## config.mk

```make
export PLATFORM = sky130hd
export DESIGN_NAME = swa_map
export DESIGN_NICKNAME = d
export VERILOG_FILES = /design/src/rtl/swa_pkg.sv /design/src/rtl/swa_map.sv
export SDC_FILE = /design/constraint.sdc
export NUM_CORES = 2
export LEC_CHECK = 0
export BUFFER_PORTS_ARGS = -buffer_cell sky130_fd_sc_hd__buf_2
export CAP_MARGIN = 30
export CORE_ASPECT_RATIO = 1.4
export CORE_UTILIZATION = 58
export CTS_CLUSTER_SIZE = 24
export DETAILED_ROUTE_END_ITERATION = 10
export GPL_ROUTABILITY_DRIVEN = 0
export PLACE_DENSITY = 0.78
export SKIP_LAST_GASP = 1
export SYNTH_ARGS = -nofsm -noshare
export SYNTH_HDL_FRONTEND = slang
export SYNTH_SLANG_ARGS = --single-unit
export TNS_END_PERCENT = 100
```

## constraint.sdc

```tcl
create_clock -name clk -period 5.4 [get_ports clk]
set_input_delay 0.27 -clock clk [delete_from_list [all_inputs] [get_ports clk]]
set_output_delay 0.27 -clock clk [all_outputs]
set_load 0.05 [all_outputs]
```

## src/rtl/swa_pkg.sv

```systemverilog
// Shared constants, types and the square-root step of the sphere warp block.
// No dependencies.
package swa_pkg;

  localparam int LINE_STRIDE = 320;
  localparam int MAX_DIM     = 1024;

  localparam int DIM_W      = 11;
  localparam int CRD_W      = 10;
  localparam int DX_W       = 12;
  localparam int R_W        = 17;
  localparam int A_W        = 17;
  localparam int F_W        = 18;
  localparam int GAIN_W     = 16;
  localparam int SCROLL_W   = 10;
  localparam int ADDR_W     = 20;
  localparam int CFG_IDX_W  = 4;
  localparam int CFG_DATA_W = 16;
  localparam int SQ_W       = 40;
  localparam int ROOT_W     = 20;

  localparam logic [R_W-1:0] RADIUS_ONE = 17'd65536;
  localparam logic [16:0]    SCALE_101  = 17'd66191;
  localparam logic [F_W-1:0] FACTOR_MAX = 18'd262143;

  localparam logic [CFG_IDX_W-1:0] REG_IMAGE_WIDTH  = 4'd0;
  localparam logic [CFG_IDX_W-1:0] REG_IMAGE_HEIGHT = 4'd1;
  localparam logic [CFG_IDX_W-1:0] REG_SCROLL       = 4'd2;
  localparam logic [CFG_IDX_W-1:0] REG_SPREAD_GAIN  = 4'd3;

  localparam logic [DIM_W-1:0]    RST_WIDTH  = 11'd320;
  localparam logic [DIM_W-1:0]    RST_HEIGHT = 11'd200;
  localparam logic [SCROLL_W-1:0] RST_SCROLL = 10'd0;
  localparam logic [GAIN_W-1:0]   RST_GAIN   = 16'd25723;

  localparam int CORDIC_N = 16;
  localparam logic [16:0] ATAN_Q16 [CORDIC_N] = '{
    17'd51472, 17'd30386, 17'd16055, 17'd8150, 17'd4091, 17'd2047, 17'd1024, 17'd512,
    17'd256, 17'd128, 17'd64, 17'd32, 17'd16, 17'd8, 17'd4, 17'd2
  };

  typedef struct packed {
    logic [DIM_W-1:0]    w;
    logic [DIM_W-1:0]    h;
    logic [DIM_W-1:0]    m;
    logic [SCROLL_W-1:0] scroll;
    logic [GAIN_W-1:0]   gain;
  } cfg_t;

  typedef struct packed {
    logic signed [DX_W-1:0] dx;
    logic signed [DX_W-1:0] dy;
    logic                   outside;
    logic [R_W-1:0]         r;
  } rad_t;

  typedef struct packed {
    logic signed [DX_W-1:0] dx;
    logic signed [DX_W-1:0] dy;
    logic                   outside;
    logic [R_W-1:0]         r;
    logic [A_W-1:0]         a;
  } ang_t;

  typedef struct packed {
    logic signed [DX_W-1:0] dx;
    logic signed [DX_W-1:0] dy;
    logic                   outside;
    logic [F_W-1:0]         f;
  } fac_t;

  typedef struct packed {
    logic              outside;
    logic [CRD_W-1:0]  src_x;
    logic [CRD_W-1:0]  src_y;
    logic [ADDR_W-1:0] src_address;
  } res_t;

  typedef struct packed {
    logic [SQ_W-1:0]   rem;
    logic [ROOT_W-1:0] root;
  } sq_t;

  // One restoring square-root digit: try root bit k.
  function automatic sq_t sqrt_step(sq_t cur, int unsigned k);
    logic [SQ_W-1:0] t;
    sq_t nxt;
    t = ({{(SQ_W-ROOT_W){1'b0}}, cur.root} << (k + 1)) | ({{(SQ_W-1){1'b0}}, 1'b1} << (2 * k));
    nxt = cur;
    if (cur.rem >= t) begin
      nxt.rem  = cur.rem - t;
      nxt.root = cur.root | ({{(ROOT_W-1){1'b0}}, 1'b1} << k);
    end
    return nxt;
  endfunction

endpackage

```

## src/rtl/swa_map.sv

```systemverilog
// Source coordinate mapping, modulo-width wrap and linear address.
// Depends on swa_pkg.
module swa_map (
  input  logic          clk,
  input  logic          rst_n,
  input  logic          en,
  input  logic          in_valid,
  input  swa_pkg::fac_t in_fac,
  input  swa_pkg::cfg_t cfg,
  output logic          out_valid,
  output swa_pkg::res_t out_res
);
  import swa_pkg::*;

  localparam int MD_N = 13;
  localparam int LAT  = 1 + 1 + MD_N + 1;

  typedef struct packed {
    logic [MD_N-1:0]  rem;
    logic [CRD_W-1:0] sy;
    logic             outside;
  } md_t;

  logic [LAT-1:0]     v_r;
  logic signed [30:0] px_r, py_r;
  logic               po_r;
  md_t                md_r [MD_N+1];
  res_t               out_r;

  logic [DIM_W-1:0]   wm1, hm1;
  logic signed [31:0] sxs, sys;
  logic [MD_N-1:0]    sx13, sy13;
  logic [10:0]        sx_fin;
  logic [21:0]        addr_full;

  assign wm1  = cfg.w - 11'd1;
  assign hm1  = cfg.h - 11'd1;
  assign sxs  = 32'(px_r) + $signed({5'd0, wm1, 16'd0}) + $signed({5'd0, cfg.scroll, 17'd0});
  assign sys  = 32'(py_r) + $signed({5'd0, hm1, 16'd0});
  assign sx13 = sxs[31] ? '0 : sxs[29:17];
  assign sy13 = sys[31] ? '0 : sys[29:17];

  assign sx_fin    = md_r[MD_N].rem[10:0];
  assign addr_full = 22'(md_r[MD_N].sy) * 22'(LINE_STRIDE) + 22'(sx_fin);

  always_ff @(posedge clk) begin
    if (!rst_n) begin
      v_r <= '0;
    end else if (en) begin
      v_r <= {v_r[LAT-2:0], in_valid};
    end
  end

  always_ff @(posedge clk) begin
    if (en) begin
      px_r <= in_fac.dx * $signed({1'b0, in_fac.f});
      py_r <= in_fac.dy * $signed({1'b0, in_fac.f});
      po_r <= in_fac.outside;
      md_r[0].rem     <= sx13;
      md_r[0].sy      <= (|sy13[12:10]) ? 10'd1023 : sy13[9:0];
      md_r[0].outside <= po_r;
      for (int j = 0; j < MD_N; j++) begin
        md_r[j+1].sy      <= md_r[j].sy;
        md_r[j+1].outside <= md_r[j].outside;
        if (24'(md_r[j].rem) >= (24'(cfg.w) << (MD_N - 1 - j))) begin
          md_r[j+1].rem <= 13'(24'(md_r[j].rem) - (24'(cfg.w) << (MD_N - 1 - j)));
        end else begin
          md_r[j+1].rem <= md_r[j].rem;
        end
      end
      if (md_r[MD_N].outside) begin
        out_r <= '{outside: 1'b1, src_x: '0, src_y: '0, src_address: '0};
      end else begin
        out_r.outside     <= 1'b0;
        out_r.src_x       <= sx_fin[CRD_W-1:0];
        out_r.src_y       <= md_r[MD_N].sy;
        out_r.src_address <= addr_full[ADDR_W-1:0];
      end
    end
  end

  assign out_valid = v_r[LAT-1];
  assign out_res   = out_r;

endmodule

```

# Yosys cells after proc, flatten, opt, wreduce, memory -nomap -nowiden

Memory sizes are Yosys's and may differ from the RTL's.
Index checks and enable logic that the tools add are counted.

Multiplexer cells: 97
Reduce and logical (&&, ||, !) cells: 1
Bitwise operators: 13
Multipliers: 3
Add/sub/neg operators: 19
$lt $le $gt $ge: 13

Operators by type and width:

| cell                                               | count |
|---|---|
| two-way mux 13 bit                                 | 15 |
| subtractor 13 bit                                  | 11 |
| two-way mux 1 bit                                  | 80 |
| adder 31 x 28 -> 32 bit                            | 2 |
| multiplier 12 x 19 -> 31 bit                       | 2 |
| two-way mux 41 bit                                 | 1 |
| adder 32 x 28 -> 32 bit                            | 1 |
| >= comparator 13 x 23 -> 1 bit                     | 1 |
| >= comparator 13 x 22 -> 1 bit                     | 1 |
| subtractor 11 x 1 -> 11 bit, second input constant | 2 |
| >= comparator 13 x 21 -> 1 bit                     | 1 |
| adder 19 x 11 -> 20 bit                            | 1 |
| >= comparator 13 x 20 -> 1 bit                     | 1 |
| >= comparator 13 x 19 -> 1 bit                     | 1 |
| >= comparator 13 x 18 -> 1 bit                     | 1 |
| >= comparator 13 x 17 -> 1 bit                     | 1 |
| >= comparator 13 x 16 -> 1 bit                     | 1 |
| >= comparator 13 x 15 -> 1 bit                     | 1 |
| >= comparator 13 x 14 -> 1 bit                     | 1 |
| >= comparator 13 x 11 -> 1 bit                     | 1 |
| >= comparator 13 x 12 -> 1 bit                     | 1 |
| >= comparator 13 bit                               | 1 |
| multiplier 10 x 3 -> 13 bit, second input constant | 1 |
| OR 1 bit                                           | 13 |
| other kinds (4)                                    | 4 |

Bits in registers: 120
Memories: 1
Memory bits (writable): 336

Memory list:

| name | words | bits a word | read ports | clocked after Yosys merged registers in | write ports | line          | text |
|---|---|---|---|---|---|---|---|
| md_r | 14    | 24          | 14         | 0                                       | 14          | swa_map.sv:27 | `md_t md_r [MD_N+1];` |

# Depth between registers and ports, before layout

An unclocked memory read counts as a cell.

Word-level depth: 6
Mapped depth: 22
Gate-level depth less buffers: 20

# Worst setup path before layout

No wires, ideal clock.

Path type: in2reg
Start: input port in_fac[24] in the netlist's numbering
End: register py_r[29] (data pin)
Arrival time: 5.573 ns
Setup time: 0.258 ns
Data required time: 5.142 ns
Slack: -0.430 ns
Stages on the path: 20
Buffers on the path: 2
Cell sequence: clkbuf_1 > clkbuf_1 > nand2_1 > fa_1 > fa_1 > inv_1 > fa_1 > fa_1 > inv_1 > fa_1 > inv_1 > ha_1 > a211oi_2 > o211ai_1 > a221o_1 > o31a_1 > a221o_2 > a21oi_2 > o21ai_2 > xnor2_1

Longest elaborated chain between the ends: 1

Ends and longest elaborated chain:

| what                         | line          | text |
|---|---|---|
| start: declaration           | swa_map.sv:8  | `input swa_pkg::fac_t in_fac,` |
| multiplier 12 x 19 -> 31 bit | swa_map.sv:57 | `py_r <= in_fac.dy * $signed({1'b0, in_fac.f});` |
| end signal: assignment       | swa_map.sv:57 |  |
| end: declaration             | swa_map.sv:25 | `logic signed [30:0] px_r, py_r;` |

No other way between the ends.
A chain may end at the register's enable or synchronous reset.

# Worst setup path after layout

Start: input port in_fac[30] in the netlist's numbering
End: register py_r[30] (data pin)

Same word-level chain as after synthesis.

==> results.cfg <==
[grt]
grt_pass1_vias = 24668
grt_use_total_pct = 25.0
antenna_found_initial = 4
overflow = 0
grt_max_degree = 174
grt_pass1_wl_mm = 117

[clock_tree]
clock-root-buffer = clkbuf_16
clock_path_buffers = 3
cts_inserted_buffers = 39
cts.reportedPaths.clkPinSlew_ns = 0.06
numClockSinks = 416
h-tree-depth = 2
clk-insertion-delay-late_ns = 0.54
cts_tree = done

[power]
p_leak_nw = 17.1
total_power_mw = 18.7
power_density_mw_per_mm2 = 500
ir_worst_vdd_mv = 0.418

[drt]
via_per_inst = 5.60
wl_per_cell_um = 17.5
ant_nets = 0
routed_wl_mm = 71.1
drtIter0Drc = 1239
detail_route.first_pass.iterations = 7
vias = 22730
drc = 0

[place]
pre_cts_ws_ns = -0.514
placed_cell_area_mm2 = 0.0362
dpl.hpwl_mm = 56.2
io_buffer_count = 120

[min_path]
min_path_cells = 2
hold_class = in2reg
min_from = rst_n

[yosys]
syn-num-nets = 3805
mappedNetlistArea_mm2 = 0.0336
yosys.cell_types.count = 72
synthCells = 3054
syn_area_per_cell_um2 = 11.0
ys_seq_area_share_pct = 36.7
ys.flop_type = edfxtp_1
ys_warn_count = 0
async_reset_ff_share_pct = 0
synth-seq-cells = 416
synth-edff-count = 400

[finish]
utilization_pct = 65.3
final.fill_count = 4236
syn_to_final_growth_pct = 11.6
mostFrequentLayoutCells = inv_1 (512), edfxtp_1 (400), fa_1 (343), nand2_1 (312), ha_1 (301)
fin_area_mm2 = 0.0375
nNetsFinal = 4040
drive_gt1_share_pct = 13.2
final_common_cell = inv_1

[timing]
fin_tns_setup_ns = 0
rsz0062_at_grt = yes
drv_slew = 0
tightest_slew_ns = 1.02
min_period_over_period_pct = 98.3
fmax_ghz = 0.188
finalHoldViolations = 0
period_needed_ns = 5.31
relSlewSlack_pct = 31.6
setup_viol = 0
setup_ws_ns = 0.0943
clock_skew_ns = 0.0195

[worst_setup_path]
cp-start-kind = primary input
timing.rr.start = md_r[1][122]$_DFFE_PP_
critPathKind = in2reg
cpPeakStageDelay_ns = 0.56
crit_arrival_ns = 5.58
crit_path_frequent_cell = fa_1
worstRegToRegCells = 12
end_kind = flop
crit_chain = buf_2 > inv_1 > nor2_1 > fa_1 > fa_1 > fa_1 > fa_1 > inv_1 > fa_1 > inv_1 > ha_1 > nand2_1 > or3_2 > o32ai_2 > a31oi_2 > buf_4 > nor2_1 > nor2_1 > o41ai_1 > xnor2_1
path_max_fanout = 6
cp-startpoint = in_fac[30]
cp_slowest_cell = fa_1
cp.required_ns = 5.67

[die]
fp.dieH_um = 287
start_util_pct = 58.5
placementRows = 104
top_level_ports = 148
coreArea_mm2 = 0.0574
die_area_mm2 = 0.0589
die_w_um = 205

[status]
outcome = finished clean

[flow_run]
cap_violations = 0
[through the flow]
| step | std cells | hold WS, ns |
|---|---|---|
| 3_5_place_dp | 3987 | 0.405 |
| 5_1_grt | 4060 | 0.104 |
| 3_3_place_gp | 3987 | 0.400 |
| 6_report | 4061 | 0.106 |
| 4_1_cts | 4059 | 0.0740 |
| 2_1_floorplan | 3054 | 0.369 |
[worst paths after layout]
check | to | slack, ns
setup / recovery | py_r[30]$_DFFE_PP_ | 0.09
hold / removal | v_r[10]$_SDFFE_PN0P_ | 0.11
setup reg to reg | out_res[17]$_SDFFCE_PP0P_ | 1.98
hold reg to reg | md_r[1][79]$_DFFE_PP_ | 0.41
[critical path, delay by kind of cell]
kind | cells | cell delay (ns)
adders and majority gates | 6 | 2.96
and+or+nand+nor | 5 | 0.86
AOI/OAI and AO/OA | 3 | 0.79
xor gates and xnor gates | 1 | 0.11
buffers and inverters | 5 | 0.57
[area by class of cell]
cell class / count / area [µm²] / share of cell area [%]
Clock inverter: 23 / 209 / 0.558
Antenna cell: 1 / 2.50 / 0.00668
Sequential cell: 416 / 12300 / 32.9
Tap cell: 742 / 928 / 2.48
Inverter: 512 / 1920 / 5.13
Clock buffer: 47 / 1050 / 2.79
Timing Repair Buffer: 304 / 2110 / 5.63
Multi-Input combinational cell: 2016 / 18900 / 50.5
[layer usage]
metal	wire length (µm)	GRT usage (%)
met5	45	0
met1	25500	27.0
met2	38500	47.5
met4	3730	12.9
met3	3320	2.73
[cell families after synthesis]
logic type	after synthesis	synth area share, %
and+or+nand+nor	845	12.5
buffers and inverters	622	7.04
AOI/OAI and AO/OA	315	6.16
DFF	416	36.7
muxes	77	2.46
other	1	0.0112
adders and majority gates	645	31.7
xor gates and xnor gates	133	3.47
[registers in the layout, summed over array words and instances (netlist names)]
| name | flops |
|---|---|
| md_r | 334 |
| px_r | 15 |
| py_r | 15 |
| v_r | 16 |
| po_r | 1 |
| out_res | 35 |
[Yosys cell counts (5+ instances only)]
cell	n	area, µm²
inv_1	512	1920
edfxtp_1	400	12000
fa_1	343	6870
nand2_1	312	1170
ha_1	302	3780
and2_1	140	876
nor2_1	135	507
a21oi_1	101	505
clkbuf_1	99	372
xnor2_1	85	744
nor2b_1	73	457
o21ai_0	60	300
xor2_1	48	420
a21o_1	45	338
mux2_2	45	507
nand2b_1	34	213
mux2i_1	32	320
nor3_1	30	150
o21a_1	22	165
nand4_1	21	131
nand3_1	18	90.1
dfxtp_1	16	320
nor4_1	16	100
and3_1	13	81.3
a31oi_1	8	50.1
nor3b_1	8	60.1
a211oi_1	7	52.6
a21boi_0	7	52.6
buf_4	7	52.6
or2_2	7	43.8
or3_1	7	43.8
or4_1	7	52.6
o21bai_1	6	45.0
nand3b_1	5	37.5
nor4b_1	5	43.8
o21ai_1	5	25.0
[what timing repair did]
| item | in CTS | in global routing |
|---|---|---|
| hold buffers | 2 | 0 |
| resized for setup | 0 | 2 |
| setup buffers | 0 | 0 |
| hold endpoints to repair | 2 | 0 |
| setup endpoints to repair | 0 | 6 |
[report_power, final]
| part | total, mW | switching (mW) | internal (mW) | leakage [nW] |
|---|---|---|---|---|
| clock network | 2.70 | 1.16 | 1.53 | 0.618 |
| registers | 4.78 | 0.256 | 4.53 | 4.07 |
| logic | 11.3 | 5.91 | 5.35 | 12.4 |
| total | 18.7 | 7.33 | 11.4 | 17.1 |
(Power assumes the default switching activity.)
