$ cat src/rtl/swa_pkg.sv
// Shared constants, types and the square-root step of the sphere warp block.
// No dependencies.
package swa_pkg;

  localparam int LINE_STRIDE = 320;
  localparam int MAX_DIM     = 1024;

  localparam int DIM_W      = 11;
  localparam int CRD_W      = 10;
  localparam int DX_W       = 12;
  localparam int R_W        = 17;
  localparam int A_W        = 17;
  localparam int F_W        = 18;
  localparam int GAIN_W     = 16;
  localparam int SCROLL_W   = 10;
  localparam int ADDR_W     = 20;
  localparam int CFG_IDX_W  = 4;
  localparam int CFG_DATA_W = 16;
  localparam int SQ_W       = 40;
  localparam int ROOT_W     = 20;

  localparam logic [R_W-1:0] RADIUS_ONE = 17'd65536;
  localparam logic [16:0]    SCALE_101  = 17'd66191;
  localparam logic [F_W-1:0] FACTOR_MAX = 18'd262143;

  localparam logic [CFG_IDX_W-1:0] REG_IMAGE_WIDTH  = 4'd0;
  localparam logic [CFG_IDX_W-1:0] REG_IMAGE_HEIGHT = 4'd1;
  localparam logic [CFG_IDX_W-1:0] REG_SCROLL       = 4'd2;
  localparam logic [CFG_IDX_W-1:0] REG_SPREAD_GAIN  = 4'd3;

  localparam logic [DIM_W-1:0]    RST_WIDTH  = 11'd320;
  localparam logic [DIM_W-1:0]    RST_HEIGHT = 11'd200;
  localparam logic [SCROLL_W-1:0] RST_SCROLL = 10'd0;
  localparam logic [GAIN_W-1:0]   RST_GAIN   = 16'd25723;

  localparam int CORDIC_N = 16;
  localparam logic [16:0] ATAN_Q16 [CORDIC_N] = '{
    17'd51472, 17'd30386, 17'd16055, 17'd8150, 17'd4091, 17'd2047, 17'd1024, 17'd512,
    17'd256, 17'd128, 17'd64, 17'd32, 17'd16, 17'd8, 17'd4, 17'd2
  };

  typedef struct packed {
    logic [DIM_W-1:0]    w;
    logic [DIM_W-1:0]    h;
    logic [DIM_W-1:0]    m;
    logic [SCROLL_W-1:0] scroll;
    logic [GAIN_W-1:0]   gain;
  } cfg_t;

  typedef struct packed {
    logic signed [DX_W-1:0] dx;
    logic signed [DX_W-1:0] dy;
    logic                   outside;
    logic [R_W-1:0]         r;
  } rad_t;

  typedef struct packed {
    logic signed [DX_W-1:0] dx;
    logic signed [DX_W-1:0] dy;
    logic                   outside;
    logic [R_W-1:0]         r;
    logic [A_W-1:0]         a;
  } ang_t;

  typedef struct packed {
    logic signed [DX_W-1:0] dx;
    logic signed [DX_W-1:0] dy;
    logic                   outside;
    logic [F_W-1:0]         f;
  } fac_t;

  typedef struct packed {
    logic              outside;
    logic [CRD_W-1:0]  src_x;
    logic [CRD_W-1:0]  src_y;
    logic [ADDR_W-1:0] src_address;
  } res_t;

  typedef struct packed {
    logic [SQ_W-1:0]   rem;
    logic [ROOT_W-1:0] root;
  } sq_t;

  // One restoring square-root digit: try root bit k.
  function automatic sq_t sqrt_step(sq_t cur, int unsigned k);
    logic [SQ_W-1:0] t;
    sq_t nxt;
    t = ({{(SQ_W-ROOT_W){1'b0}}, cur.root} << (k + 1)) | ({{(SQ_W-1){1'b0}}, 1'b1} << (2 * k));
    nxt = cur;
    if (cur.rem >= t) begin
      nxt.rem  = cur.rem - t;
      nxt.root = cur.root | ({{(ROOT_W-1){1'b0}}, 1'b1} << k);
    end
    return nxt;
  endfunction

endpackage

$ cat src/rtl/swa_radius.sv
// Offset, distance square root and normalized radius divide.
// Depends on swa_pkg.
module swa_radius (
  input  logic                      clk,
  input  logic                      rst_n,
  input  logic                      en,
  input  logic                      in_valid,
  input  logic [swa_pkg::CRD_W-1:0] in_x,
  input  logic [swa_pkg::CRD_W-1:0] in_y,
  input  swa_pkg::cfg_t             cfg,
  output logic                      out_valid,
  output swa_pkg::rad_t             out_rad
);
  import swa_pkg::*;

  localparam int SQ_N = 20;
  localparam int DV_N = 17;
  localparam int LAT  = 3 + SQ_N + 1 + 1 + DV_N + 1;

  typedef struct packed {
    logic signed [DX_W-1:0] dx;
    logic signed [DX_W-1:0] dy;
  } dxy_t;

  typedef struct packed {
    logic [28:0]    rem;
    logic [R_W-1:0] q;
    logic           ovf;
    dxy_t           d;
  } dv_t;

  logic [LAT-1:0]  v_r;
  dxy_t            a_r;
  logic [23:0]     sqx_r, sqy_r;
  dxy_t            b_r;
  sq_t             sq_r  [SQ_N+1];
  dxy_t            sqd_r [SQ_N+1];
  logic [28:0]     p_r;
  dxy_t            pd_r;
  dv_t             dv_r  [DV_N+1];
  rad_t            out_r;

  logic signed [12:0] dx_full, dy_full;
  logic [36:0]        prod;
  logic [28:0]        m_top;

  assign dx_full = $signed({2'b00, in_x, 1'b0}) - $signed({2'b00, cfg.w}) + 13'sd1;
  assign dy_full = $signed({2'b00, in_y, 1'b0}) - $signed({2'b00, cfg.h}) + 13'sd1;
  assign prod    = sq_r[SQ_N].root * SCALE_101;
  assign m_top   = {1'b0, cfg.m, 17'd0};

  always_ff @(posedge clk) begin
    if (!rst_n) begin
      v_r <= '0;
    end else if (en) begin
      v_r <= {v_r[LAT-2:0], in_valid};
    end
  end

  always_ff @(posedge clk) begin
    if (en) begin
      a_r.dx <= dx_full[DX_W-1:0];
      a_r.dy <= dy_full[DX_W-1:0];
      sqx_r  <= 24'(a_r.dx * a_r.dx);
      sqy_r  <= 24'(a_r.dy * a_r.dy);
      b_r    <= a_r;
      sq_r[0].rem  <= {sqx_r + sqy_r, 16'd0};
      sq_r[0].root <= '0;
      sqd_r[0]     <= b_r;
      for (int j = 0; j < SQ_N; j++) begin
        sq_r[j+1]  <= sqrt_step(sq_r[j], SQ_N - 1 - j);
        sqd_r[j+1] <= sqd_r[j];
      end
      p_r  <= prod[36:8];
      pd_r <= sqd_r[SQ_N];
      dv_r[0].rem <= p_r;
      dv_r[0].q   <= '0;
      dv_r[0].ovf <= (p_r >= m_top);
      dv_r[0].d   <= pd_r;
      for (int j = 0; j < DV_N; j++) begin
        dv_r[j+1].ovf <= dv_r[j].ovf;
        dv_r[j+1].d   <= dv_r[j].d;
        if (dv_r[j].rem >= (29'(cfg.m) << (DV_N - 1 - j))) begin
          dv_r[j+1].rem <= dv_r[j].rem - (29'(cfg.m) << (DV_N - 1 - j));
          dv_r[j+1].q   <= dv_r[j].q | (17'd1 << (DV_N - 1 - j));
        end else begin
          dv_r[j+1].rem <= dv_r[j].rem;
          dv_r[j+1].q   <= dv_r[j].q;
        end
      end
      out_r.dx      <= dv_r[DV_N].d.dx;
      out_r.dy      <= dv_r[DV_N].d.dy;
      out_r.r       <= dv_r[DV_N].q;
      out_r.outside <= dv_r[DV_N].ovf | (dv_r[DV_N].q > RADIUS_ONE);
    end
  end

  assign out_valid = v_r[LAT-1];
  assign out_rad   = out_r;

endmodule

$ cat config.mk
export PLATFORM = sky130hd
export DESIGN_NAME = swa_radius
export DESIGN_NICKNAME = d
export VERILOG_FILES = /design/src/rtl/swa_pkg.sv /design/src/rtl/swa_radius.sv
export SDC_FILE = /design/constraint.sdc
export NUM_CORES = 2
export LEC_CHECK = 0
export BUFFER_PORTS_ARGS = -buffer_cell sky130_fd_sc_hd__buf_2
export CORE_MARGIN = 5
export CORE_UTILIZATION = 55
export DETAILED_ROUTE_END_ITERATION = 12
export PLACE_DENSITY_LB_ADDON = 0.2
export SYNTH_ARGS = -nofsm -noshare
export SYNTH_HDL_FRONTEND = slang
export SYNTH_SLANG_ARGS = --single-unit
$ cat constraint.sdc
create_clock -name clk -period 6.5 [get_ports clk]
set_input_delay 0.65 -clock clk [delete_from_list [all_inputs] [get_ports clk]]
set_output_delay 0.65 -clock clk [all_outputs]
set_load 0.01 [all_outputs]
* After elaboration in Yosys (flattened, before gate mapping)
Memories as Yosys holds them, arrays and structs flattened. A register that Yosys moved wholly into a read port is not among the register bits.
Index checks and enable logic that the tools add are counted.
** Storage, ports and cells
- Bits in writable memories :: 3042
- Output and inout bits :: 43
- Register bits :: 210
- Memories kept :: 3
- Input port bits :: 83
** Memory list
- dv_r :: words 18, bits a word 71, read ports 18, clocked after memory_dff 0, write ports 18, RTL line swa_radius.sv:40 : dv_t dv_r [DV_N+1];
- sq_r :: words 21, bits a word 60, read ports 21, clocked after memory_dff 0, write ports 21, RTL line swa_radius.sv:36 : sq_t sq_r [SQ_N+1];
- sqd_r :: words 21, bits a word 24, read ports 21, clocked after memory_dff 1, write ports 21, RTL line swa_radius.sv:37 : dxy_t sqd_r [SQ_N+1];
** Cells by class
- Bitwise operators :: 35
- Multiply operators :: 3
- Mux-type cells :: 178
- Add/subtract/negate cells :: 42
- Magnitude comparators :: 39
** Operators by type and width (count)
- $mux 60 :: 40
- $mux 29 :: 17
- $mux 17 :: 17
- $mux 1 :: 104
- $mul 12x12->24 :: 2
- $ge 40x21->1 :: 1
- $ge 40x22->1 :: 1
- $ge 40x23->1 :: 1
- $ge 40x24->1 :: 1
- $ge 40x25->1 :: 1
- $ge 40x26->1 :: 1
- $ge 40x27->1 :: 1
- $ge 40x28->1 :: 1
- $ge 40x29->1 :: 1
- $ge 40x30->1 :: 1
- $ge 40x31->1 :: 1
- $ge 40x32->1 :: 1
- $ge 40x33->1 :: 1
- $ge 40x34->1 :: 1
- $ge 40x35->1 :: 1
- $ge 40x36->1 :: 1
- $ge 40x37->1 :: 1
- $ge 40x38->1 :: 1
- $ge 40x39->1 :: 1
- other kinds (62) :: 98

* Longest topological paths before layout
An unclocked memory read counts as a cell.
- Depth after elaboration :: 6
- Depth in mapped cells :: 23
- Mapped depth without buffers :: 22

* Worst setup path before layout
Ideal clock, no wire load.
- Path type :: register to register
- Start :: register a_r[11] (netlist bit)
- End :: register sqy_r[23], data pin
- Clock period less this slack :: 5732 ps
- Required time :: 6234 ps
- Stages on the path, launching flop included :: 20
- Setup time :: 266 ps
- Buffers on the path :: 1
- Path slack :: 768 ps
- Arrival time :: 5465 ps
- Cells stage by stage :: edfxtp_1 clkbuf_1 and2_1 fa_1 inv_1 fa_1 inv_1 fa_1 fa_1 inv_1 fa_1 inv_1 ha_1 a21o_1 a21o_1 o21ai_0 a21oi_1 o41ai_1 mux2i_1 nand4_1
** Between the ends
- Longest elaborated chain between the ends :: 1
** Ends and longest elaborated chain
- from (decl) :: RTL line swa_radius.sv:33 : dxy_t a_r;
- $mul 12x12->24 :: RTL line swa_radius.sv:65 : sqy_r <= 24'(a_r.dy * a_r.dy);
- to (signal assigned) :: RTL line swa_radius.sv:65
- to (decl) :: RTL line swa_radius.sv:34 : logic [23:0] sqx_r, sqy_r;
Every way passes these cells.
A chain may end at the register's enable or synchronous reset.

* Final worst setup path
- Start :: register a_r[6] (netlist bit)
- End :: register sqy_r[22], data pin
Same word-level chain as after synthesis.

==> flow_metrics.env <==
export IMPL_cts_resized=0
export IMPL_slew_violations=0
export IMPL_setup_worst_path_end_class="register"
export IMPL_hp_class="in2reg"
export IMPL_htree_levels=5
export IMPL_met1Wirelength_um=91800
export IMPL_yosys_top_cells_area="edfxtp_1 (62%), ha_1 (7.3%), fa_1 (5.7%)"
export IMPL_wl_met3_um=7880
export IMPL_overflow=0
export IMPL_cp_arrival_ns=6.79
export IMPL_rsz0062_at_grt="no"
export IMPL_core_area_mm2=0.222
export IMPL_hold_ws_ns=0.0738
export IMPL_start_util_pct=55.3
export IMPL_chipHeight_um=482
export IMPL_ys_types=91
export IMPL_status="complete, no violations"
export IMPL_antenna_found_initial=3
export IMPL_r2r_start="a_r[6]$_DFFE_PP_"
export IMPL_fin_area_mm2=0.136
export IMPL_final_setup_viol_count=0
export IMPL_avgSynthCellArea_um2=13.9
export IMPL_tns_ns=0
export IMPL_fill_cells=16800
export IMPL_relSlewSlack_pct=14.1
export IMPL_first_pass_iters=6
export IMPL_dr_total_vias=68300
export IMPL_syn_cell_area_mm2=0.123
export IMPL_synth_async_reset_ratio_pct=0
export IMPL_cts_num_sinks=2576
export IMPL_fin_crit_sh_pct=94.7
export IMPL_final_common_cell="edfxtp_1"
export IMPL_first_global_vias=69800
export IMPL_hp_start="cfg[37]"
export IMPL_seq_area_frac_synth_pct=62.7
export IMPL_synth_largest_area_cell="edfxtp_1"
export IMPL_final_cell_mix="edfxtp_1 (2533), inv_1 (901), ha_1 (719)"
export IMPL_hold_viol_final=0
export IMPL_synth_top_area_share_pct=62.0
export IMPL_critPathKind="reg2reg"
export IMPL_period_needed_ns=6.16
export IMPL_grt_usage_pct=19.8
export IMPL_clk_pin_slew_ns=0.05
export IMPL_crit_path_start_kind="register"
export IMPL_cts_tree="built"
export IMPL_irDropWorstVdd_uv=2800
export IMPL_chipWidth_um=482
export IMPL_wl_um=230000
export IMPL_maxCapViolations=0
export IMPL_grt_pass1_wl_um=368000
export IMPL_clockBufferDepth=4
export IMPL_final_setup_worst_slack_ns=0.343
export IMPL_critPathRequiredTime_ns=7.13
export IMPL_ios=126
export IMPL_io_buffers=99
export IMPL_p_per_area_mw_per_mm2=507
export IMPL_initialDrtViolationCount=4362
export IMPL_viasPerCell=5.54
export IMPL_fmax_ghz=0.162
export IMPL_post_route_util_pct=61.4
export IMPL_layoutNonFillerInstCount=12300
export IMPL_tightest_slew_ns=1.29
export IMPL_cts_buffers=289
export IMPL_cts_root_buf="clkbuf_16"
export IMPL_crit_start="a_r[6]$_DFFE_PP_"
export IMPL_cts_hold_fix_buffers=0
export IMPL_core_rowCount=173
export IMPL_routed_wl_met2_um=118000
export IMPL_synth_fp_nets=9969
export IMPL_synth_seq_cells=2576
export IMPL_drive_above_1_share_pct=7.64
export IMPL_area_growth_pct=11.0
export IMPL_skew_ns=0.0434
export IMPL_power_mw=69.1
export IMPL_dp_cells=11800
export IMPL_grt_max_degree=209
export IMPL_yosysWarnings=0
export IMPL_layout_nets=10300
export IMPL_synth_flop_cell="edfxtp_1"
export IMPL_crit_fanout=9
export IMPL_maxUsedRoutingLayer="met4"
export IMPL_drc_errors=0
export IMPL_ant_nets=0
export IMPL_clock_latency_ns=0.90
export IMPL_syn_inst=8820
export IMPL_place_ws_ns=0.332
export IMPL_gp_congestion=0.893
export IMPL_wl_per_cell_um=18.6
export IMPL_synth_edf_count=2533
export IMPL_placed_area_mm2=0.127
export IMPL_p_leak_nw=52.1
export IMPL_post_cts_setup_buffer_count=0
export IMPL_die_area_mm2=0.233
export IMPL_post_dp_hpwl_um=162000
## critical path, stage by stage, from the launching register on
cell and delay [ns]:
edfxtp_1 0.70, inv_1 0.24, nor2_1 0.27, ha_1 0.29
xnor2_1 0.22, fa_1 0.47, fa_1 0.46, fa_1 0.52
inv_1 0.06, fa_1 0.56, inv_1 0.05, ha_1 0.35
a21o_1 0.21, a21o_1 0.18, a21o_1 0.21, a211oi_1 0.36
nor3_1 0.13, or3_1 0.37, a21oi_1 0.19, xnor2_1 0.08
## path summary, 6_finish.rpt
check / cells after the start / end / slack (ns)
setup / recovery: 19 / sqy_r[22]$_DFFE_PP_ / 0.34
hold / removal: 2 / a_r[0]$_DFFE_PP_ / 0.07
setup reg to reg: 19 / sqy_r[22]$_DFFE_PP_ / 0.34
hold reg to reg: 0 / dv_r[3][109]$_DFFE_PP_ / 0.39
## power by group
group | leakage [nW] | switching [mW] | internal, mW
Combinational | 23.0 | 16.6 | 12.4
Clock | 4.45 | 6.21 | 9.53
Sequential | 24.6 | 1.71 | 22.6
## sequential cells by signal, indices dropped and copies added, names as in the netlist
name     count
v_r         43
p_r         29
sqd_r      504
dv_r      1096
out_rad     42
pd_r        24
sqy_r       23
b_r         22
sqx_r       23
sq_r       746
a_r         24
## cells in the mapped netlist (35+ instances only)
cell and n:
a211oi_1 52, a21o_1 113, a21oi_1 335, and2_1 97, clkbuf_1 122, dfxtp_1 43
edfxtp_1 2533, fa_1 347, ha_1 719, inv_1 908, mux2_2 72, mux2i_1 71
nand2_1 451, nand2b_1 104, nand3_1 112, nand4_1 99, nor2_1 463, nor2b_1 133
nor3_1 194, nor4_1 137, nor4b_1 37, o21a_1 93, o21ai_0 350, o31ai_1 35
or3_1 62, or4_1 43, xnor2_1 371, xor2_1 277
## per-layer routing
layer | global-route usage [%] | vias up
li1 | - | 32800
met2 | 35.6 | 1352
met5 | 0 | -
met1 | 23.7 | 33600
met4 | 9.48 | 0
met3 | 2.56 | 535
## layout make-up
class	count	area (um2)	area share [%]
repair buffers	171	1190	0.872
clock buffers	347	7560	5.55
multi-input cells	5192	41800	30.7
diodes	9	22.5	0.0165
inverters	912	3430	2.52
well taps	2975	3720	2.73
flip-flops and latches	2576	76900	56.5
clock inverters	149	1580	1.16
## cell families after synthesis
| group | after synthesis | synth area share, % |
|---|---|---|
| simple gates | 2091 | 8.84 |
| xor+xnor | 648 | 4.62 |
| compound gates | 1244 | 6.39 |
| fa+ha+maj | 1066 | 13.0 |
| flops | 2576 | 62.7 |
| mux | 143 | 1.24 |
| buf+inv | 1052 | 3.25 |
(Power assumes the default switching activity.)
