**src/rtl/swa_pkg.sv**
```systemverilog
// Shared constants, types and the square-root step of the sphere warp block.
// No dependencies.
package swa_pkg;

  localparam int LINE_STRIDE = 320;
  localparam int MAX_DIM     = 1024;

  localparam int DIM_W      = 11;
  localparam int CRD_W      = 10;
  localparam int DX_W       = 12;
  localparam int R_W        = 17;
  localparam int A_W        = 17;
  localparam int F_W        = 18;
  localparam int GAIN_W     = 16;
  localparam int SCROLL_W   = 10;
  localparam int ADDR_W     = 20;
  localparam int CFG_IDX_W  = 4;
  localparam int CFG_DATA_W = 16;
  localparam int SQ_W       = 40;
  localparam int ROOT_W     = 20;

  localparam logic [R_W-1:0] RADIUS_ONE = 17'd65536;
  localparam logic [16:0]    SCALE_101  = 17'd66191;
  localparam logic [F_W-1:0] FACTOR_MAX = 18'd262143;

  localparam logic [CFG_IDX_W-1:0] REG_IMAGE_WIDTH  = 4'd0;
  localparam logic [CFG_IDX_W-1:0] REG_IMAGE_HEIGHT = 4'd1;
  localparam logic [CFG_IDX_W-1:0] REG_SCROLL       = 4'd2;
  localparam logic [CFG_IDX_W-1:0] REG_SPREAD_GAIN  = 4'd3;

  localparam logic [DIM_W-1:0]    RST_WIDTH  = 11'd320;
  localparam logic [DIM_W-1:0]    RST_HEIGHT = 11'd200;
  localparam logic [SCROLL_W-1:0] RST_SCROLL = 10'd0;
  localparam logic [GAIN_W-1:0]   RST_GAIN   = 16'd25723;

  localparam int CORDIC_N = 16;
  localparam logic [16:0] ATAN_Q16 [CORDIC_N] = '{
    17'd51472, 17'd30386, 17'd16055, 17'd8150, 17'd4091, 17'd2047, 17'd1024, 17'd512,
    17'd256, 17'd128, 17'd64, 17'd32, 17'd16, 17'd8, 17'd4, 17'd2
  };

  typedef struct packed {
    logic [DIM_W-1:0]    w;
    logic [DIM_W-1:0]    h;
    logic [DIM_W-1:0]    m;
    logic [SCROLL_W-1:0] scroll;
    logic [GAIN_W-1:0]   gain;
  } cfg_t;

  typedef struct packed {
    logic signed [DX_W-1:0] dx;
    logic signed [DX_W-1:0] dy;
    logic                   outside;
    logic [R_W-1:0]         r;
  } rad_t;

  typedef struct packed {
    logic signed [DX_W-1:0] dx;
    logic signed [DX_W-1:0] dy;
    logic                   outside;
    logic [R_W-1:0]         r;
    logic [A_W-1:0]         a;
  } ang_t;

  typedef struct packed {
    logic signed [DX_W-1:0] dx;
    logic signed [DX_W-1:0] dy;
    logic                   outside;
    logic [F_W-1:0]         f;
  } fac_t;

  typedef struct packed {
    logic              outside;
    logic [CRD_W-1:0]  src_x;
    logic [CRD_W-1:0]  src_y;
    logic [ADDR_W-1:0] src_address;
  } res_t;

  typedef struct packed {
    logic [SQ_W-1:0]   rem;
    logic [ROOT_W-1:0] root;
  } sq_t;

  // One restoring square-root digit: try root bit k.
  function automatic sq_t sqrt_step(sq_t cur, int unsigned k);
    logic [SQ_W-1:0] t;
    sq_t nxt;
    t = ({{(SQ_W-ROOT_W){1'b0}}, cur.root} << (k + 1)) | ({{(SQ_W-1){1'b0}}, 1'b1} << (2 * k));
    nxt = cur;
    if (cur.rem >= t) begin
      nxt.rem  = cur.rem - t;
      nxt.root = cur.root | ({{(ROOT_W-1){1'b0}}, 1'b1} << k);
    end
    return nxt;
  endfunction

endpackage

```
**src/rtl/swa_asin.sv**
```systemverilog
// Cosine square root and vectoring CORDIC giving asin of the radius.
// Depends on swa_pkg.
module swa_asin (
  input  logic          clk,
  input  logic          rst_n,
  input  logic          en,
  input  logic          in_valid,
  input  swa_pkg::rad_t in_rad,
  output logic          out_valid,
  output swa_pkg::ang_t out_ang
);
  import swa_pkg::*;

  localparam int SQ_N = 17;
  localparam int LAT  = 1 + 1 + SQ_N + 1 + CORDIC_N + 1;

  typedef struct packed {
    logic signed [19:0] x;
    logic signed [19:0] y;
    logic signed [17:0] z;
  } cr_t;

  function automatic cr_t cordic_step(cr_t c, int unsigned i);
    cr_t n;
    logic signed [19:0] xs, ys;
    logic signed [17:0] ang;
    xs  = $signed(c.x) >>> i;
    ys  = $signed(c.y) >>> i;
    ang = $signed({1'b0, ATAN_Q16[i]});
    if (!c.y[19]) begin
      n.x = c.x + ys;
      n.y = c.y - xs;
      n.z = c.z + ang;
    end else begin
      n.x = c.x - ys;
      n.y = c.y + xs;
      n.z = c.z - ang;
    end
    return n;
  endfunction

  logic [LAT-1:0] v_r;
  logic [33:0]    rr_r;
  rad_t           rr_d_r;
  sq_t            sq_r   [SQ_N+1];
  rad_t           sqd_r  [SQ_N+1];
  cr_t            cr_r   [CORDIC_N+1];
  rad_t           crd_r  [CORDIC_N+1];
  ang_t           out_r;

  always_ff @(posedge clk) begin
    if (!rst_n) begin
      v_r <= '0;
    end else if (en) begin
      v_r <= {v_r[LAT-2:0], in_valid};
    end
  end

  always_ff @(posedge clk) begin
    if (en) begin
      rr_r   <= in_rad.r * in_rad.r;
      rr_d_r <= in_rad;
      // 1 - r^2 in Q32; wraps for outside pixels, which are dropped later
      sq_r[0].rem  <= {6'd0, 34'h1_0000_0000 - rr_r};
      sq_r[0].root <= '0;
      sqd_r[0]     <= rr_d_r;
      for (int j = 0; j < SQ_N; j++) begin
        sq_r[j+1]  <= sqrt_step(sq_r[j], SQ_N - 1 - j);
        sqd_r[j+1] <= sqd_r[j];
      end
      cr_r[0].x <= $signed({3'b000, sq_r[SQ_N].root[16:0]});
      cr_r[0].y <= $signed({3'b000, sqd_r[SQ_N].r});
      cr_r[0].z <= '0;
      crd_r[0]  <= sqd_r[SQ_N];
      for (int j = 0; j < CORDIC_N; j++) begin
        cr_r[j+1]  <= cordic_step(cr_r[j], j);
        crd_r[j+1] <= crd_r[j];
      end
      out_r.dx      <= crd_r[CORDIC_N].dx;
      out_r.dy      <= crd_r[CORDIC_N].dy;
      out_r.outside <= crd_r[CORDIC_N].outside;
      out_r.r       <= crd_r[CORDIC_N].r;
      out_r.a       <= cr_r[CORDIC_N].z[17] ? '0 : cr_r[CORDIC_N].z[16:0];
    end
  end

  assign out_valid = v_r[LAT-1];
  assign out_ang   = out_r;

endmodule

```
**config.mk**
```make
export PLATFORM = sky130hd
export DESIGN_NAME = swa_asin
export DESIGN_NICKNAME = d
export VERILOG_FILES = /design/src/rtl/swa_pkg.sv /design/src/rtl/swa_asin.sv
export SDC_FILE = /design/constraint.sdc
export NUM_CORES = 2
export LEC_CHECK = 0
export BUFFER_PORTS_ARGS = -buffer_cell sky130_fd_sc_hd__buf_2
export CAP_MARGIN = 20
export CORE_ASPECT_RATIO = 1.4
export CORE_MARGIN = 5
export CORE_UTILIZATION = 58
export CTS_CLUSTER_DIAMETER = 60
export CTS_CLUSTER_SIZE = 25
export DETAILED_ROUTE_END_ITERATION = 8
export PLACE_DENSITY_LB_ADDON = 0.2
export SLEW_MARGIN = 40
export SYNTH_ARGS = -nofsm -noshare
export SYNTH_HDL_FRONTEND = slang
export SYNTH_SLANG_ARGS = --single-unit
```
**constraint.sdc**
```tcl
create_clock -name clk -period 6.5 [get_ports clk]
set_input_delay 0.325 -clock clk [delete_from_list [all_inputs] [get_ports clk]]
set_output_delay 0.325 -clock clk [all_outputs]
set_load 0.005 [all_outputs]
```
# --- Word-level counts from Yosys, hierarchy flattened ---
# Memory sizes are Yosys's and may differ from the RTL's. A register that Yosys moved wholly into a read port is not among the register bits.
# Index checks and enable logic that the tools add are counted.
totals:
  regBits: 130
  ramBits: 3536
  inputBits: 46
  out_inout_bits: 60
  wordCells: 210
  mem_count: 4
op_classes:
  add_sub_neg: 113
  multipliers: 1
  order_cmp: 17
  muxes: 68
mem_list:
  columns: ["memory", "depth", "width", "read_ports", "rd_clocked_by_memory_dff", "wr", "line_no", "text"]
  rows:
  - ["sq_r", 18, 60, 18, 0, 18, "swa_asin.sv:45", "sq_t sq_r [SQ_N+1];"]
  - ["cr_r", 17, 58, 17, 0, 17, "swa_asin.sv:47", "cr_t cr_r [CORDIC_N+1];"]
  - ["sqd_r", 18, 42, 18, 0, 18, "swa_asin.sv:46", "rad_t sqd_r [SQ_N+1];"]
  - ["crd_r", 17, 42, 17, 1, 17, "swa_asin.sv:48", "rad_t crd_r [CORDIC_N+1];"]
op_table:
  columns: ["op", "count"]
  rows:
  - ["60-bit two-way mux", 34]
  - ["58-bit two-way mux", 32]
  - ["20-bit by 10-bit adder with 20-bit output", 2]
  - ["20-bit by 11-bit adder with 20-bit output", 2]
  - ["20-bit by 12-bit adder with 20-bit output", 2]
  - ["20-bit by 13-bit adder with 20-bit output", 2]
  - ["20-bit by 14-bit adder with 20-bit output", 2]
  - ["20-bit by 15-bit adder with 20-bit output", 2]
  - ["20-bit by 16-bit adder with 20-bit output", 2]
  - ["20-bit by 17-bit adder with 20-bit output", 2]
  - ["20-bit by 18-bit adder with 20-bit output", 2]
  - ["20-bit by 19-bit adder with 20-bit output", 2]
  - ["20-bit by 5-bit adder with 20-bit output", 2]
  - ["20-bit by 6-bit adder with 20-bit output", 2]
  - ["20-bit by 7-bit adder with 20-bit output", 2]
  - ["20-bit by 8-bit adder with 20-bit output", 2]
  - ["20-bit by 9-bit adder with 20-bit output", 2]
  - ["40-bit by 21-bit greater-or-equal comparator with 1-bit output", 1]
  - ["40-bit by 22-bit greater-or-equal comparator with 1-bit output", 1]
  - ["40-bit by 23-bit greater-or-equal comparator with 1-bit output", 1]
  - ["40-bit by 24-bit greater-or-equal comparator with 1-bit output", 1]
  - ["40-bit by 25-bit greater-or-equal comparator with 1-bit output", 1]
  - ["40-bit by 26-bit greater-or-equal comparator with 1-bit output", 1]
  - ["40-bit by 27-bit greater-or-equal comparator with 1-bit output", 1]
  - ["other kinds (77)", 96]

# --- Depth between registers and ports, before layout ---
# An unclocked memory read counts as a cell.
logic_depth:
  word_depth: 4
  depth_mapped: 24
  depth_no_buf: 24

# --- Worst setup path after synthesis ---
# Ideal clock, no wire load.
synth_path:
  kind: "input-to-reg"
  from: "in in_rad[2] in the netlist's numbering"
  to: "reg rr_r[32], data pin"
  setup_time_ps: 258
  arrival_ps: 6018
  required_ps: 6242
  setup_slack_ps: 224
  stages: 23
  n_path_buf: 1
  cell_sequence: "clkbuf_1 -> nand2_1 -> fa_1 -> inv_1 -> fa_1 -> inv_1 -> fa_1 -> inv_1 -> ha_1 -> fa_1 -> inv_1 -> fa_1 -> inv_1 -> ha_1 -> o21ai_0 -> nor2_1 -> o41a_1 -> o41ai_1 -> a211oi_1 -> o311ai_0 -> nand2_1 -> a31oi_1 -> xnor2_1"
synth_via:
  elab_chain_cells: 1
synth_rtl:
  columns: ["element", "line_no", "text"]
  rows:
  - ["from (decl)", "swa_asin.sv:8", "input swa_pkg::rad_t in_rad,"]
  - ["17-bit by 17-bit multiplier with 34-bit output", "swa_asin.sv:61", "rr_r <= in_rad.r * in_rad.r;"]
  - ["to (signal assigned)", "swa_asin.sv:61", null]
  - ["to (decl)", "swa_asin.sv:43", "logic [33:0] rr_r;"]
# Every way passes these cells.
# A chain may end at the register's enable or synchronous reset.

# --- Worst setup path after layout ---
layout_path:
  from: "in in_rad[7] in the netlist's numbering"
  to: "reg rr_r[33], data pin"
# Same word-level chain as after synthesis.

==> flow_summary_export.csv <==
group,metric,value,unit
status,status,"finished, final reports clean",
floorplan,dieArea,280800,um^2
synth,synth_nets,13015,
worst_setup_path,cp-endpoint,"rr_r[33]",
drt,drt_iter0_markers,6106,
drt,avgViaCountPerCell,5.763,
flow_run,drv_cap,0,
floorplan,die_h,625.0,um
place,gp_congestion,0.9670,
place,dpl.hpwl,255700,um
worst_setup_path,r2r_setup_slack,1.49,ns
worst_setup_path,cp_data_required_time,7.14,ns
drt,detail-route-antenna-nets,0,
clocking,cts-hold-fix-buffers,43,
power,leakagePower,65.18,nW
cells_and_area,nFillCells,20081,
clocking,cts_setup_buffers,0,
clocking,clk_latency,0.89,ns
global_route,gr-total-overflow,0,
worst_setup_path,r2r_start,"cr_r[0][372]",
timing,whs,0.07567,ns
clocking,clock_path_buffers,4,
synth,ys_seq_area_frac,0.6164,
timing,timing.fmax,162.9,MHz
min_path,holdCritPathClass,"primary input to flop",
clocking,cts_root_buf,"clkbuf_16",
synth,avgSynthCellArea,13.38,um^2
timing,rsz0062_at_grt,"false",
clocking,ctsResizeCount,0,
synth,synth_cells,11715,
worst_setup_path,crit_start,"in_rad[7]",
floorplan,rows,225,
worst_setup_path,arrival,6.78,ns
global_route,grt_pass1_wl,522000,um
floorplan,io-pin-count,106,
clocking,clk_pin_slew_worst_paths,0.09,ns
drt,wl,337200,um
synth,syn-cell-area,156700,um^2
synth,async_flop_share,0,
worst_setup_path,endpoint_kind,"flop",
timing,fin_skew,0.08260,ns
cells_and_area,syn2layout_area_growth,8.314,%
min_path,hold_start,"in_rad[5]",
drt,route.vias.total,90601,
place,port_buffers,105,
global_route,grt_pass1_vias,93138,
worst_setup_path,reg2regPathDepth,14,
timing,report.final.setup_viol,0,
cells_and_area,post_route_cells_drive_above_1_share,0.05862,
synth,synth-edff-count,3192,
clocking,htreeDepth,4,
timing,worst_pin_slew,0.9120,ns
power,powerDensity,525.0,nW/um^2
worst_setup_path,cp-start-kind,"primary input",
timing,relSlewSlack,0.3873,
worst_setup_path,crit_fanout,5,
global_route,grt_antenna_before_repair,5,
global_route,grt_usage,0.2386,
drt,wl_per_cell,21.45,um
drt,firstDrtPassIters,6,
clocking,cts.sinks,3229,
synth,synthDistinctLibCells,90,
floorplan,die_w,449.3,um
synth,ys_seq_elements,3229,
clocking,numCtsBuffers,197,
synth,ys.flop_type,"edfxtp_1",
global_route,grt_max_degree,181,
cells_and_area,layout.nets,13392,
floorplan,core_area,268600,um^2
floorplan,start_util,0.5835,
worst_setup_path,reg2reg_to,"cr_r[0][462]",
timing,slew_violations,0,
drt,drc,0,
timing,fin_crit_sh,0.9447,
power,worst_ir_drop_vdd,0.0004266,V
power,p_total,89.10,mW
timing,finalHoldViolCount,0,
synth,ys_warn_count,0,
timing,period_needed,6.140,ns
clocking,cts_tree,"yes",
worst_setup_path,crit_type,"primary input to flop",
[through the flow]
stage          worst slack [ns]  cells  utilization  setup TNS [ns]  area (um^2)
6_report                 0.3597  15721       0.6320               0       169700
5_1_grt                 0.03646  15720       0.6320               0       169700
4_1_cts                  0.3465  15711       0.6312               0       169500
3_5_place_dp           -0.09911  15363       0.6060         -0.2353       162700
3_3_place_gp          -0.005049  15356       0.6051       -0.005049       162500
2_1_floorplan            0.2242  11715            -               0       156700
[cells by family (layout without fill, tap and decap cells)]
group	Yosys count	count (layout)	synth area share
adder cells (fa/ha/maj)	1254	1254	0.1112
other	1	6	0.00002393
AND/OR/NAND/NOR	2889	2889	0.09228
buffers and inverters	1005	1488	0.02415
flip-flops	3229	3229	0.6164
multiplexers	101	101	0.006787
AO/OA/AOI/OAI	2031	2031	0.08179
XOR/XNOR	1205	1205	0.06735
[cell type report]
class	count	area [um^2]	share of cell area
multi-input combinational	7481	56470	0.3327
inverter	864	3243	0.01911
timing repair buffer	319	2646	0.01559
sequential	3229	96590	0.5691
tap	3518	4402	0.02593
antenna	5	12.51	0.00007372
clock buffer	213	5031	0.02964
clock inverter	92	1324	0.007799
[critical path, stage by stage]
cell,delay [ns]
dlygate4sd3_1,0.53
buf_2,0.15
and2_1,0.20
fa_1,0.50
inv_1,0.05
fa_1,0.54
inv_1,0.05
ha_1,0.28
ha_1,0.32
fa_1,0.54
inv_1,0.05
fa_1,0.52
inv_1,0.04
ha_1,0.29
a2111oi_0,0.45
o21ai_0,0.24
a41oi_1,0.28
buf_4,0.17
o21ai_0,0.15
a41o_1,0.34
a211oi_1,0.22
buf_4,0.16
o31ai_1,0.07
a21oi_1,0.21
xnor2_1,0.09
[per-layer routing]
| layer | share of wire | GRT usage | wire length [um] |
|---|---|---|---|
| met1 | 0.34 | 0.2409 | 115700 |
| met2 | 0.55 | 0.4605 | 184300 |
| met3 | 0.028 | 0.02352 | 9275 |
| met4 | 0.083 | 0.1609 | 27900 |
| met5 | 0 | 0 | 0 |
[synthesized netlist by cell type (169+ instances only)]
| cell | number | area, um^2 |
|---|---|---|
| a21o_1 | 228 | 1712 |
| a21oi_1 | 658 | 3293 |
| edfxtp_1 | 3192 | 95850 |
| fa_1 | 231 | 4624 |
| ha_1 | 1023 | 12800 |
| inv_1 | 861 | 3232 |
| nand2_1 | 552 | 2072 |
| nor2_1 | 816 | 3063 |
| nor2b_1 | 169 | 1057 |
| nor3_1 | 343 | 1717 |
| nor4_1 | 183 | 1145 |
| o21ai_0 | 427 | 2137 |
| xnor2_1 | 765 | 6700 |
| xor2_1 | 440 | 3854 |
[cells in the final DEF (no fill, tap or decap), types with 60 or more instances in the layout]
cell	count
a21o_1	228
and3_1	95
o21bai_1	98
buf_4	140
or3_1	94
nor4_1	177
nor3_1	342
nor2b_1	168
nor2_1	816
clkbuf_16	198
o21ai_0	425
nand2_1	552
and2_1	93
fa_1	231
nand4_1	62
xor2_1	440
xnor2_1	762
buf_2	104
ha_1	1023
inv_1	859
a31oi_1	60
a21oi_1	658
a211oi_1	63
edfxtp_1	3192
nand2b_1	130
o21a_1	124
nand3_1	132
[where the power goes]
part	switching (mW)	internal [mW]
registers	3.38	29.8
clock network	7.11	6.11
logic	24.3	18.4
[worst min path at each step]
stage                     depth (start not counted)     endpoint
after floorplan                                   0  cr_r[0][38]
after global placement                            0  sqd_r[8][5]
after detailed placement                          0  cr_r[0][43]
after CTS                                         3    rr_d_r[5]
after global routing                              3    rr_d_r[5]
final                                             3    rr_d_r[5]
[registers in the layout, indices dropped and copies added (netlist names)]
register  count
crd_r       714
sqd_r       756
v_r          37
rr_r         33
out_ang      59
cr_r        801
sq_r        788
rr_d_r       41
Note: power is estimated with default switching activity, not from simulation.
